[config.mk]
export PLATFORM = sky130hd
export DESIGN_NAME = tdrs_div
export DESIGN_NICKNAME = d
export VERILOG_FILES = /design/src/design/tdrs_div.sv
export SDC_FILE = /design/constraint.sdc
export NUM_CORES = 1
export LEC_CHECK = 0
export BUFFER_PORTS_ARGS = -buffer_cell sky130_fd_sc_hd__buf_2
export CELL_PAD_IN_SITES_DETAIL_PLACEMENT = 2
export CELL_PAD_IN_SITES_GLOBAL_PLACEMENT = 2
export CORE_AREA = 2 2 311 313
export CTS_CLUSTER_DIAMETER = 60
export CTS_CLUSTER_SIZE = 24
export DETAILED_ROUTE_END_ITERATION = 8
export DIE_AREA = 0 0 313 315
export PLACE_DENSITY_LB_ADDON = 0.08
export SKIP_CTS_REPAIR_TIMING = 1
export SYNTH_ARGS = -nofsm -noshare
export SYNTH_HDL_FRONTEND = slang
export SYNTH_SLANG_ARGS = --single-unit
[constraint.sdc]
create_clock -name clk -period 5.6 [get_ports clk]
set_input_delay 0.56 -clock clk [delete_from_list [all_inputs] [get_ports clk]]
set_output_delay 0.56 -clock clk [all_outputs]
set_load 0.01 [all_outputs]
[src/design/tdrs_div.sv]
module tdrs_div #(
    parameter int NW = 32,
    parameter int DW = 16,
    parameter int QW = 16,
    parameter int TW = 1
) (
    input  logic          clk,
    input  logic          rst_n,
    input  logic          en,
    input  logic          in_valid,
    input  logic [NW-1:0] num,
    input  logic [DW-1:0] den,
    input  logic [TW-1:0] in_tag,
    output logic          out_valid,
    output logic [QW-1:0] quot,
    output logic [TW-1:0] out_tag
);

    // The caller guarantees num >> QW is below den, so QW stages suffice
    logic          valid_reg [QW];
    logic [NW-1:0] num_reg   [QW];
    logic [DW-1:0] den_reg   [QW];
    logic [DW-1:0] rem_reg   [QW];
    logic [QW-1:0] quot_reg  [QW];
    logic [TW-1:0] tag_reg   [QW];

    logic          valid_d [QW+1];
    logic [NW-1:0] num_d   [QW+1];
    logic [DW-1:0] den_d   [QW+1];
    logic [DW-1:0] rem_d   [QW+1];
    logic [QW-1:0] quot_d  [QW+1];
    logic [TW-1:0] tag_d   [QW+1];

    assign valid_d[0] = in_valid;
    assign num_d[0]   = num;
    assign den_d[0]   = den;
    assign rem_d[0]   = DW'(num >> QW);
    assign quot_d[0]  = '0;
    assign tag_d[0]   = in_tag;

    // Restoring division, one quotient bit per stage
    for (genvar k = 0; k < QW; k++) begin : g_stage
        logic [DW:0]   part;
        logic          ge;
        logic [DW-1:0] rem_next;
        logic [QW-1:0] quot_next;

        always_comb
        begin
            part      = {rem_d[k], num_d[k][QW-1-k]};
            ge        = (part >= {1'b0, den_d[k]});
            rem_next  = ge ? DW'(part - {1'b0, den_d[k]}) : DW'(part);
            quot_next = (quot_d[k] << 1) | QW'(ge);
        end

        always_ff @(posedge clk or negedge rst_n)
        begin
            if (!rst_n)
            begin
                valid_reg[k] <= 1'b0;
            end
            else if (en)
            begin
                valid_reg[k] <= valid_d[k];
            end
        end

        always_ff @(posedge clk)
        begin
            if (en)
            begin
                num_reg[k]  <= num_d[k];
                den_reg[k]  <= den_d[k];
                rem_reg[k]  <= rem_next;
                quot_reg[k] <= quot_next;
                tag_reg[k]  <= tag_d[k];
            end
        end

        assign valid_d[k+1] = valid_reg[k];
        assign num_d[k+1]   = num_reg[k];
        assign den_d[k+1]   = den_reg[k];
        assign rem_d[k+1]   = rem_reg[k];
        assign quot_d[k+1]  = quot_reg[k];
        assign tag_d[k+1]   = tag_reg[k];
    end

    assign out_valid = valid_d[QW];
    assign quot      = quot_d[QW];
    assign out_tag   = tag_d[QW];

endmodule

---- Word level (Yosys, flattened, before mapping) ----
Memory sizes are Yosys's and may differ from the RTL's.
Cells that the tools add are included.
storage, ports and cells
  bits in writable memories ............... 1296
  output and inout port bits .............. 18
  memories ................................ 5
  flip-flop bits (word level) ............. 16
  memory bits (read-only) ................. 0
  latch bits .............................. 0
  word-level logic and storage cells ...... 86
  input bits .............................. 53
memory list
  name      depth  bits a word  rd ports  clocked after memory_dff  write ports  line  text
  num_reg   16     32           15        0                         16           21    logic [NW-1:0] num_reg [QW];
  den_reg   16     16           15        0                         16           22    logic [DW-1:0] den_reg [QW];
  quot_reg  16     16           16        0                         16           24    logic [QW-1:0] quot_reg [QW];
  rem_reg   16     16           15        0                         16           23    logic [DW-1:0] rem_reg [QW];
  tag_reg   16     1            16        0                         16           25    logic [TW-1:0] tag_reg [QW];
cells by class
  reductions and logical operators ........ 0
  bitwise gates (word level) .............. 15
  div/mod/pow operators ................... 0
  eq/ne operators ......................... 0
  add/subtract/negate cells ............... 16
  $lt $le $gt $ge ......................... 16
  shifts and indexed selects .............. 0
  multiplexer cells ....................... 18
  multiply operators ...................... 0
operators with widths
  operator        count
  $ge 17x16->1    16
  $mux 16         16
  $sub 16x16->16  16
  $or 16x1->16    15
  $mux 1          2

---- Depth between registers and ports, before layout ----
Gate-level depths: netlist of run 1.
An unclocked memory read counts as a cell.
  depth in word-level cells ............... 3
  gate-level depth with buffers ........... 12
  gate-level depth less buffers ........... 11

---- Worst setup path after synthesis of run 1 ----
Ideal clock, no wire load.
  kind .................................... reg2reg
  start ................................... memory rem_reg[5][1] (netlist: rem_reg[2][17])
  end ..................................... memory rem_reg[6][11] (netlist: rem_reg[3][11]) (data pin)
  path buffers ............................ 1
  cell stages (with the launch flop) ...... 11
  library setup time ...................... 0.260 ns
  arrival time ............................ 2.869 ns
  clock period less this slack ............ 3.129 ns
  data required time ...................... 5.340 ns
  slack ................................... 2.471 ns
  path through ............................ edfxtp_1 -> ha_1 -> a21oi_2 -> a21oi_2 -> o41ai_2 -> o21ai_1 -> or3_1 -> or3_4 -> a41oi_4 -> buf_12 -> mux2_4
RTL lines
  item                line
  start: declaration  23

==> flow_metrics.py, run 1 <==
metrics = {
    "worst_setup_path": {
        "worst_ep_required_time_ns": 5.98,
        "cpMaxStageDelayCell": "and3_1",
        "crit_top_cell": "a31oi_1",
        "startpoint": "den_reg[2][1]",
        "regToRegStartpoint": "den_reg[2][1]",
        "crit_arrival_ns": 4.18,
        "slowest_delay_ns": 0.73,
        "crit_type": "flip-flop to flip-flop",
        "cp-start-kind": "flip-flop",
        "timing.rr.end": "rem_reg[2][30]",
        "path_cells": "inv_1, ha_1, nor2b_1, o21bai_1, a31oi_1, o311ai_0, a31oi_1, o2111ai_1, and3_1, mux2_2",
        "endpoint_kind": "flip-flop",
        "endpoint": "rem_reg[2][30]",
        "r2r_cells": 10,
        "rrSetupSlack_ns": 1.80,
        "path_max_fanout": 17,
    },
    "clock_network": {
        "numCtsBuffers": 81,
        "clock-root-buffer": "clkbuf_16",
        "cts.htree.levels": 3,
        "clk_latency_ns": 0.66,
        "clk_pin_slew_worst_paths_ns": 0.07,
        "ctsLongestPathBuffers": 3,
        "cts_tree": "done",
        "cts_sinks": 768,
    },
    "die": {
        "die_area_um2": 98600,
        "chipWidth_um": 313,
        "ios": 71,
        "die_h_um": 315,
        "rows": 114,
        "start_util": 0.396,
        "core-area_um2": 95700,
    },
    "layout": {
        "fillers": 9414,
        "drive_gt1_frac": 0.141,
        "nets": 3331,
        "num_antenna_cells": 0,
        "syn2layout_area_growth_pct": 12.8,
    },
    "synth": {
        "synth_warnings": 0,
        "async_flop_share": 0.0208,
        "yosysTopAreaCellShare": 0.596,
        "seq_area_frac_synth": 0.606,
        "ys.flop_type": "edfxtp_1",
        "ys_ff_latch": 768,
        "yosysUniqueCellTypes": 74,
        "synthCells": 2874,
        "synth.avg_cell_area_um2": 13.2,
        "netlist_area_um2": 37900,
        "synth_nets": 3198,
        "synth_edf_count": 752,
        "synth_top_area_cell": "edfxtp_1",
        "synth.area.top_cells": "edfxtp_1, ha_1, mux2_2, inv_1, xnor2_1",
    },
    "grt": {
        "top_usage_layer": "met2",
        "use_met1": 0.233,
        "grt.overflow.total": 0,
        "use_met2": 0.335,
        "grt_max_degree": 153,
        "grt_pass1_vias": 25600,
        "antenna_found_initial": 1,
        "grt_usage": 0.186,
        "use_met3": 0.0253,
        "grt_pass1_wl_um": 145000,
    },
    "place": {
        "place_congestion": 0.859,
        "dpl.hpwl_um": 66000,
        "place_ws_ns": 1.77,
        "portBuffers": 70,
    },
    "worst_hold_path": {
        "min_from": "num[9]",
        "hp-class": "input pin to flip-flop",
    },
    "sta": {
        "clock.fmax_mhz": 263,
        "worst_clock_skew_ns": 0.0345,
        "min_period_ns": 3.80,
        "drv_slew": 0,
        "fin_crit_sh": 0.679,
        "totalNegativeSetupSlack_ns": 0,
        "postLayoutSetupSlackWorst_ns": 1.80,
        "rsz0062_at_grt": "false",
        "setup_viol": 0,
        "worst_pin_slew_ns": 1.10,
        "hold_viol": 0,
        "max_slew_margin": 0.264,
    },
    "flow_run": {
        "drv_cap": 0,
    },
    "power": {
        "power.leakage_uw": 0.0169,
        "ir_worst_vdd_uv": 245,
        "p_per_area_nw_per_um2": 550,
    },
    "routing": {
        "dr.pass1.iters": 5,
        "wl_per_cell_um": 20.8,
        "drtIter0Drc": 1174,
        "ant_nets": 0,
        "routed_via_density": 5.25,
        "dr_total_vias": 22900,
        "finalWirelength_um": 90600,
        "drc": 0,
    },
    "run_status": {
        "status": "finished, final reports clean",
    },
}
-- synthesized netlist by cell type (7+ instances only) --
cell type  instances
a21boi_0           8
clkbuf_1          21
o21bai_1          10
nor4_1             9
nor2_1           128
nand2b_1          22
nor2b_1           46
a211o_1            7
ha_1             256
nor3_1            44
o211ai_1           8
a21o_1            53
fa_1              15
or3_1             14
xor2_1            65
o31a_1            18
or2_2             11
nand2_1          146
mux2i_1           32
o21ai_0          140
inv_1            315
a21oi_1          177
xnor2_1          106
o31ai_1           13
mux2_2           171
buf_2             10
dfrtp_1           16
o2111ai_1         11
o21a_1            39
a31oi_1           17
and3_1            16
a211oi_1          16
nand3_1           37
nand4_1           29
edfxtp_1         752
-- cells in the final DEF (no fill, tap or decap), drive strengths merged, types with 65 or more instances in the layout --
cell type	synthesis	layout
xnor2	106	106
nand2	146	146
a21oi	179	179
clkbuf	21	85
nor2	128	128
xor2	65	65
buf	12	82
edfxtp	752	752
ha	256	256
mux2	177	177
inv	316	349
o21ai	143	143
-- how the worst min path moves through the flow --
stage / end / cells after the start / slack [ns]
after floorplan: out_valid / 0 / 0.26
after CTS: valid_d[3] / 1 / -0.24
final: num_reg[0][9] / 1 / 0.08
after global placement: tag_reg[1][4] / 0 / 0.40
after global routing: num_reg[0][10] / 1 / 0.02
after detailed placement: quot_reg[7][5] / 0 / 0.41
-- critical path: cells and delay by family, from the launching register on --
family | cells | cell delay (ns)
multiplexers | 1 | 0.42
AO/OA/AOI/OAI | 5 | 1.44
adder cells (fa/ha/maj) | 1 | 0.30
AND/OR/NAND/NOR | 2 | 0.88
buffers and inverters | 1 | 0.07
flip-flops | 1 | 0.42
-- cell type report --
cell class / count / area [um^2] / share of cell area
multi-input cells: 1757 / 13600 / 0.318
well taps: 1276 / 1600 / 0.0373
clock inverters: 67 / 848 / 0.0198
inverters: 316 / 1190 / 0.0277
clock buffers: 85 / 2040 / 0.0477
repair buffers: 83 / 523 / 0.0122
flip-flops and latches: 768 / 23000 / 0.537
-- report_power, final --
| part | leakage, uW | switching, uW | internal (uW) | total, uW |
|---|---|---|---|---|
| combinational | 0.00798 | 4850 | 4070 | 8920 |
| clock | 0.00138 | 2690 | 3040 | 5740 |
| sequential | 0.00753 | 743 | 8110 | 8850 |
-- per-layer routing --
| metal | up-vias | wire [um] |
|---|---|---|
| met5 | - | 0 |
| met4 | 0 | 2310 |
| met1 | 11600 | 39800 |
| met2 | 206 | 46500 |
| li1 | 11000 | - |
| met3 | 136 | 1950 |
-- cell families after synthesis --
group                      Yosys count  synth area share
DFF                                768             0.606
muxes                              209            0.0616
xor gates and xnor gates           171            0.0395
buffers and inverters              349            0.0353
adders and majority gates          271            0.0924
AOI/OAI and AO/OA                  575            0.0967
and+or+nand+nor                    531            0.0681
-- stage by stage --
stage | hold WS (ns) | instances | power [uW] | cell area [um^2] | utilization
after floorplan | 0.264 | 2874 | 15300 | 37900 | -
after global placement | 0.400 | 4199 | 17400 | 39900 | 0.417
after detailed placement | 0.405 | 4199 | 17900 | 39900 | 0.417
after CTS | -0.243 | 4351 | 23900 | 42800 | 0.447
after global routing | 0.0224 | 4352 | 25100 | 42800 | 0.447
final | 0.0754 | 4352 | 23500 | 42800 | 0.447
Note: power is estimated with default switching activity, not from simulation.
==> inputs of run 2 (changes only) <==
- clock period: 5.6 -> 3.8 ns (I/O delays scaled with it)
==> run 2 against run 1 <==
Against the previous run:
- sequential share of layout area shrank 0.80 points
- critical path depth is the same
- first-iteration DRC count grew 2.8%
- via count grew 1.2%
- design area grew 1.5%
- routed wire length grew 1.6%
- sequential power grew 48%
- sequential cell count is the same
- clock skew shrank 0.0067 ns
- global-route usage grew 0.26 points
- register-to-register slack lost 1.5 ns
- critical path type unchanged
- critical endpoint is now rem_reg[4][3]
- largest cell class unchanged
- highest routed layer unchanged
==> flow_metrics.py, run 2 (same netlist as run 1, synthesis figures left out) <==
metrics = {
    "sta": {
        "hold_viol": 0,
        "setup_viol": 0,
        "clock.fmax_mhz": 284,
        "worst_clock_skew_ns": 0.0278,
        "totalNegativeSetupSlack_ns": 0,
        "drv_slew": 0,
        "rsz0062_at_grt": "false",
        "fin_crit_sh": 0.927,
        "min_period_ns": 3.52,
        "worst_pin_slew_ns": 0.987,
        "max_slew_margin": 0.342,
    },
    "place": {
        "dpl.hpwl_um": 67700,
        "placed_area_um2": 40100,
        "portBuffers": 70,
        "numPlacedInstances": 4223,
        "place_congestion": 0.848,
    },
    "routing": {
        "dr.pass1.iters": 4,
        "wl_per_cell_um": 20.9,
        "routed_via_density": 5.24,
        "finalWirelength_um": 92100,
        "drtIter0Drc": 1207,
        "dr_total_vias": 23100,
        "ant_nets": 0,
        "drc": 0,
    },
    "die": {
        "core-area_um2": 95700,
        "die_h_um": 315,
        "chipWidth_um": 313,
        "start_util": 0.396,
        "die_area_um2": 98600,
        "rows": 114,
        "ios": 71,
    },
    "power": {
        "ir_worst_vdd_uv": 363,
        "p_per_area_nw_per_um2": 809,
        "p_seq_frac": 0.371,
        "p_sw_uw": 12300,
        "power.leakage_uw": 0.0172,
        "p_int_uw": 22900,
        "swShare": 0.349,
        "comb_power_share": 0.378,
        "pwr-share-clk": 0.250,
    },
    "layout": {
        "final_common_cell": "edfxtp_1",
        "multiInputGateArea_um2": 13600,
        "num_antenna_cells": 0,
        "nets": 3392,
        "fillers": 9404,
        "fin_util": 0.454,
        "mostFrequentLayoutCells": "edfxtp_1, inv_1, ha_1",
        "syn2layout_area_growth_pct": 14.6,
        "seq_area_um2": 23000,
        "design_area_um2": 43400,
        "drive_gt1_frac": 0.147,
        "final_cell_count_no_fill": 4412,
    },
    "worst_hold_path": {
        "hp-class": "input pin to flip-flop",
    },
    "clock_network": {
        "clk_pin_slew_worst_paths_ns": 0.07,
        "cts.htree.levels": 3,
        "cts_sinks": 768,
        "ctsLongestPathBuffers": 3,
        "numCtsBuffers": 85,
        "clk_latency_ns": 0.65,
        "cts_tree": "done",
        "clock-root-buffer": "clkbuf_16",
    },
    "worst_setup_path": {
        "worst_ep_required_time_ns": 4.19,
        "crit_type": "flip-flop to flip-flop",
        "path_max_fanout": 28,
        "endpoint_kind": "flip-flop",
        "crit_arrival_ns": 3.91,
        "cp-start-kind": "flip-flop",
    },
    "grt": {
        "grt_pass1_vias": 25500,
        "grt.overflow.total": 0,
        "antenna_found_initial": 1,
        "grt_max_degree": 94,
        "grt_pass1_wl_um": 146000,
        "grt_usage": 0.189,
    },
    "run_status": {
        "status": "finished, final reports clean",
    },
    "flow_run": {
        "drv_cap": 0,
    },
}
## run 2: changes by cell type in the layout (fill, tap and decap cells not counted), moves of 4 or more
cell | previous run | this run
buf_4 | 7 | 30
clkbuf_16 | 81 | 86
clkinv_1 | 0 | 4
dlygate4sd3_1 | 1 | 34
inv_6 | 20 | 11
inv_8 | 7 | 11
## run 2: cell type report
cell class | count | share of cell area
inverters | 316 | 0.0273
well taps | 1276 | 0.0368
flip-flops and latches | 768 | 0.529
multi-input cells | 1757 | 0.313
clock buffers | 88 | 0.0497
clock inverters | 67 | 0.0197
repair buffers | 140 | 0.0241
## run 2: through the flow
step           total power (uW)  setup WS (ns)  hold WS [ns]
3_3_place_gp              25800          0.417         0.297
4_1_cts                   35700          0.247        -0.414
3_5_place_dp              26600          0.269         0.314
5_1_grt                   37500          0.105        0.0368
6_report                  35100          0.278        0.0709
2_1_floorplan             22600          0.671        0.0844
## run 2: power groups by stage
stage          clock network (uW)  registers (uW)  logic, uW
6_report                     8790           13100      13300
3_5_place_dp                    0           13300      13300
2_1_floorplan                   0           12600       9950
5_1_grt                      9380           13300      14800
4_1_cts                      9120           13100      13400
3_3_place_gp                    0           13200      12600
## run 2: path summary, 6_finish.rpt
check,endpoint,from,slack (ns),cells past startpoint
max,rem_reg[4][3],den_reg[3][17],0.28,10
min,rem_reg[0][8],num[23],0.07,2
max reg2reg,rem_reg[4][3],den_reg[3][17],0.28,10
min reg2reg,quot_reg[2][1],quot_reg[1][16],0.40,0
max in group asynchronous,valid_d[7],rst_n,3.36,2
min in group asynchronous,valid_d[1],rst_n,0.16,2
## run 2: layer usage
metal,global-route usage,part of all wire,up-vias
met4,0.0467,0.021,0
met5,0,0,-
met1,0.239,0.44,11700
met2,0.339,0.52,220
met3,0.0259,0.023,119
li1,-,-,11100
## run 2: worst max-delay path, cell delays in order, from the launching register on
cell and delay, ns:
edfxtp_1 0.53, inv_1 0.09, ha_1 0.31, nor2b_1 0.15, o31a_1 0.27, o31ai_1 0.40, o2bb2ai_1 0.28, a21oi_1 0.17
a2111oi_4 0.33, buf_4 0.34, mux2_2 0.37
==> inputs of run 3 (changes only) <==
- ABC_AREA: not set -> 1
- CORE_AREA: 2 2 311 313 -> 2 2 335 337
- CTS_CLUSTER_SIZE: 24 -> not set
- DIE_AREA: 0 0 313 315 -> 0 0 337 339
==> run 3 against run 2 <==
Against the previous run:
- non-clock buffer count rose by 6
- clock-buffer cell count grew 23
- design area grew 15%
- first-iteration DRC count up 45%
- cell count increased by 54%
- clock power is 15% higher
- synthesized cell count rose by 76%
- synthesized area increased by 16%
- critical endpoint is now rem_reg[3][5]
- highest routed layer unchanged
==> flow_metrics.py, run 3 <==
metrics = {
    "grt": {
        "grt_pass1_vias": 38900,
        "grt_max_degree": 112,
        "grt.overflow.total": 0,
        "grt_pass1_wl_um": 232000,
        "antenna_found_initial": 3,
        "grt_usage": 0.265,
    },
    "clock_network": {
        "clock-root-buffer": "clkbuf_16",
        "ctsLongestPathBuffers": 3,
        "clk_pin_slew_worst_paths_ns": 0.06,
        "numCtsBuffers": 101,
        "cts_tree": "done",
        "clk_latency_ns": 0.69,
        "cts.htree.levels": 3,
        "cts_sinks": 768,
    },
    "worst_hold_path": {
        "min_from": "num[27]",
        "hp-class": "input pin to flip-flop",
        "holdPathEnd": "rem_reg[0][12]",
        "whs_path_depth": 3,
    },
    "sta": {
        "worst_clock_skew_ns": 0.0313,
        "rsz0062_at_grt": "false",
        "fin_crit_sh": 0.826,
        "clock.fmax_mhz": 319,
        "worst_pin_slew_ns": 0.674,
        "totalNegativeSetupSlack_ns": 0,
        "drv_slew": 0,
        "min_period_ns": 3.14,
        "hold_viol": 0,
        "max_slew_margin": 0.551,
        "setup_viol": 0,
        "hold_ws_ns": 0.0495,
    },
    "synth": {
        "yosysTopAreaCellShare": 0.515,
        "netlist_area_um2": 43900,
        "yosys-top-cells-count": "nand2_1, inv_1, edfxtp_1",
        "synth_top_area_cell": "edfxtp_1",
        "synth.area.top_cells": "edfxtp_1, nand2_1, inv_1, ha_1, nand3_1",
        "yosysMostFrequentCell": "nand2_1",
        "synth_warnings": 0,
        "synthCells": 5052,
        "synth_nets": 5376,
        "ys.flop_type": "edfxtp_1",
        "ys_ff_latch": 768,
        "synth.avg_cell_area_um2": 8.68,
        "synth_edf_count": 752,
        "seq_area_frac_synth": 0.524,
        "async_flop_share": 0.0208,
        "yosysUniqueCellTypes": 42,
    },
    "die": {
        "die_area_um2": 114000,
        "core-area_um2": 110000,
        "start_util": 0.397,
        "rows": 122,
        "ios": 71,
        "die_h_um": 339,
        "chipWidth_um": 337,
    },
    "power": {
        "p_seq_frac": 0.331,
        "comb_power_share": 0.417,
        "swShare": 0.426,
        "ir_worst_vdd_uv": 450,
        "power.leakage_uw": 0.0246,
        "p_per_area_nw_per_um2": 806,
        "p_int_uw": 23100,
        "p_sw_uw": 17100,
        "pwr-share-clk": 0.252,
        "power_uw": 40200,
    },
    "worst_setup_path": {
        "crit_arrival_ns": 3.57,
        "cp-start-kind": "flip-flop",
        "rrSetupSlack_ns": 0.66,
        "crit_top_cell": "nand2_1",
        "regToRegStartpoint": "den_reg[2][28]",
        "worst_ep_required_time_ns": 4.23,
        "critPathTopFamily": "simple AND/OR/NAND/NOR gates",
        "crit_type": "flip-flop to flip-flop",
        "cpMaxStageDelayCell": "edfxtp_1",
        "cp_num_cells": 11,
        "worst-path-buf-inv": 3,
        "endpoint_kind": "flip-flop",
        "slowest_delay_ns": 0.52,
        "r2r_cells": 11,
        "path_max_fanout": 20,
        "path_cells": "inv_1, ha_1, nand2_1, inv_1, nand2_1, nor3_1, nand2_1, nand2_2, inv_1, nand2_1, nand2_1",
        "timing.rr.end": "rem_reg[3][5]",
    },
    "run_status": {
        "status": "finished, final reports clean",
    },
    "layout": {
        "nets": 5567,
        "syn2layout_area_growth_pct": 13.7,
        "num_antenna_cells": 0,
        "seq_area_um2": 23000,
        "multiInputGateArea_um2": 16800,
        "final_common_cell": "nand2_1",
        "mostFrequentLayoutCells": "nand2_1, inv_1, edfxtp_1",
        "fillers": 12200,
        "drive_gt1_frac": 0.0685,
    },
    "routing": {
        "drtIter0Drc": 1751,
        "routed_via_density": 5.11,
        "dr_total_vias": 34800,
        "finalWirelength_um": 151000,
        "ant_nets": 0,
        "dr.pass1.iters": 6,
        "drc": 0,
        "wl_per_cell_um": 22.2,
    },
    "flow_run": {
        "drv_cap": 0,
    },
    "place": {
        "portBuffers": 70,
        "dpl.hpwl_um": 117000,
        "place_congestion": 0.849,
    },
}
[run 3: per-layer routing]
layer  share of wire  global-route usage  wire (um)  vias up
met3           0.025              0.0276       3750      245
met5               0                   0          0        -
li1                -                   -          -    16500
met1            0.41               0.316      62400    17500
met2            0.53               0.495      80500      556
met4           0.032              0.0813       4780        0
[run 3: through the flow]
step	utilization	cells	setup slack, ns	cell area, um^2
final	0.452	6814	0.663	49900
after detailed placement	0.417	6594	0.792	46100
after CTS	0.449	6780	0.616	49600
after global routing	0.452	6814	0.410	49900
after floorplan	-	5052	1.86	43900
after global placement	0.417	6594	1.03	46100
[run 3: power by group through the flow]
stage / Sequential (uW) / Clock [uW] / Combinational, uW
floorplan: 12500 / 0 / 11500
global placement: 13400 / 0 / 15600
detailed placement: 13500 / 0 / 16500
CTS: 13300 / 10300 / 16900
global route: 13400 / 10600 / 19000
finish: 13300 / 10100 / 16800
[run 3: worst max path at each step]
stage / startpoint / to
2_1_floorplan: den_reg[3][16] / rem_reg[4][8]
3_3_place_gp: den_reg[3][27] / rem_reg[4][3]
4_1_cts: den_reg[2][28] / rem_reg[3][5]
3_5_place_dp: den_reg[2][28] / rem_reg[3][13]
5_1_grt: den_reg[2][28] / rem_reg[3][5]
6_report: den_reg[2][28] / rem_reg[3][5]
[run 3: kinds of logic after synthesis]
family / count (synthesis) / share of synthesized area
buffers and inverters: 1034 / 0.0938
AND/OR/NAND/NOR: 2696 / 0.261
XOR/XNOR: 91 / 0.0182
AO/OA/AOI/OAI: 192 / 0.0235
adder cells (fa/ha/maj): 271 / 0.0799
flip-flops: 768 / 0.524
[run 3: final cells by class]
class | instances | area share
sequential | 768 | 0.461
timing repair buffer | 146 | 0.0226
clock inverter | 75 | 0.0175
clock buffer | 111 | 0.0525
inverter | 976 | 0.0734
multi-input combinational | 3250 | 0.336
tap | 1488 | 0.0373
[run 3: tightest hold or removal path: cells and delay by family]
family                 cells  cell delay [ns]
and+or+nand+nor            2             0.14
buffers and inverters      1             0.10
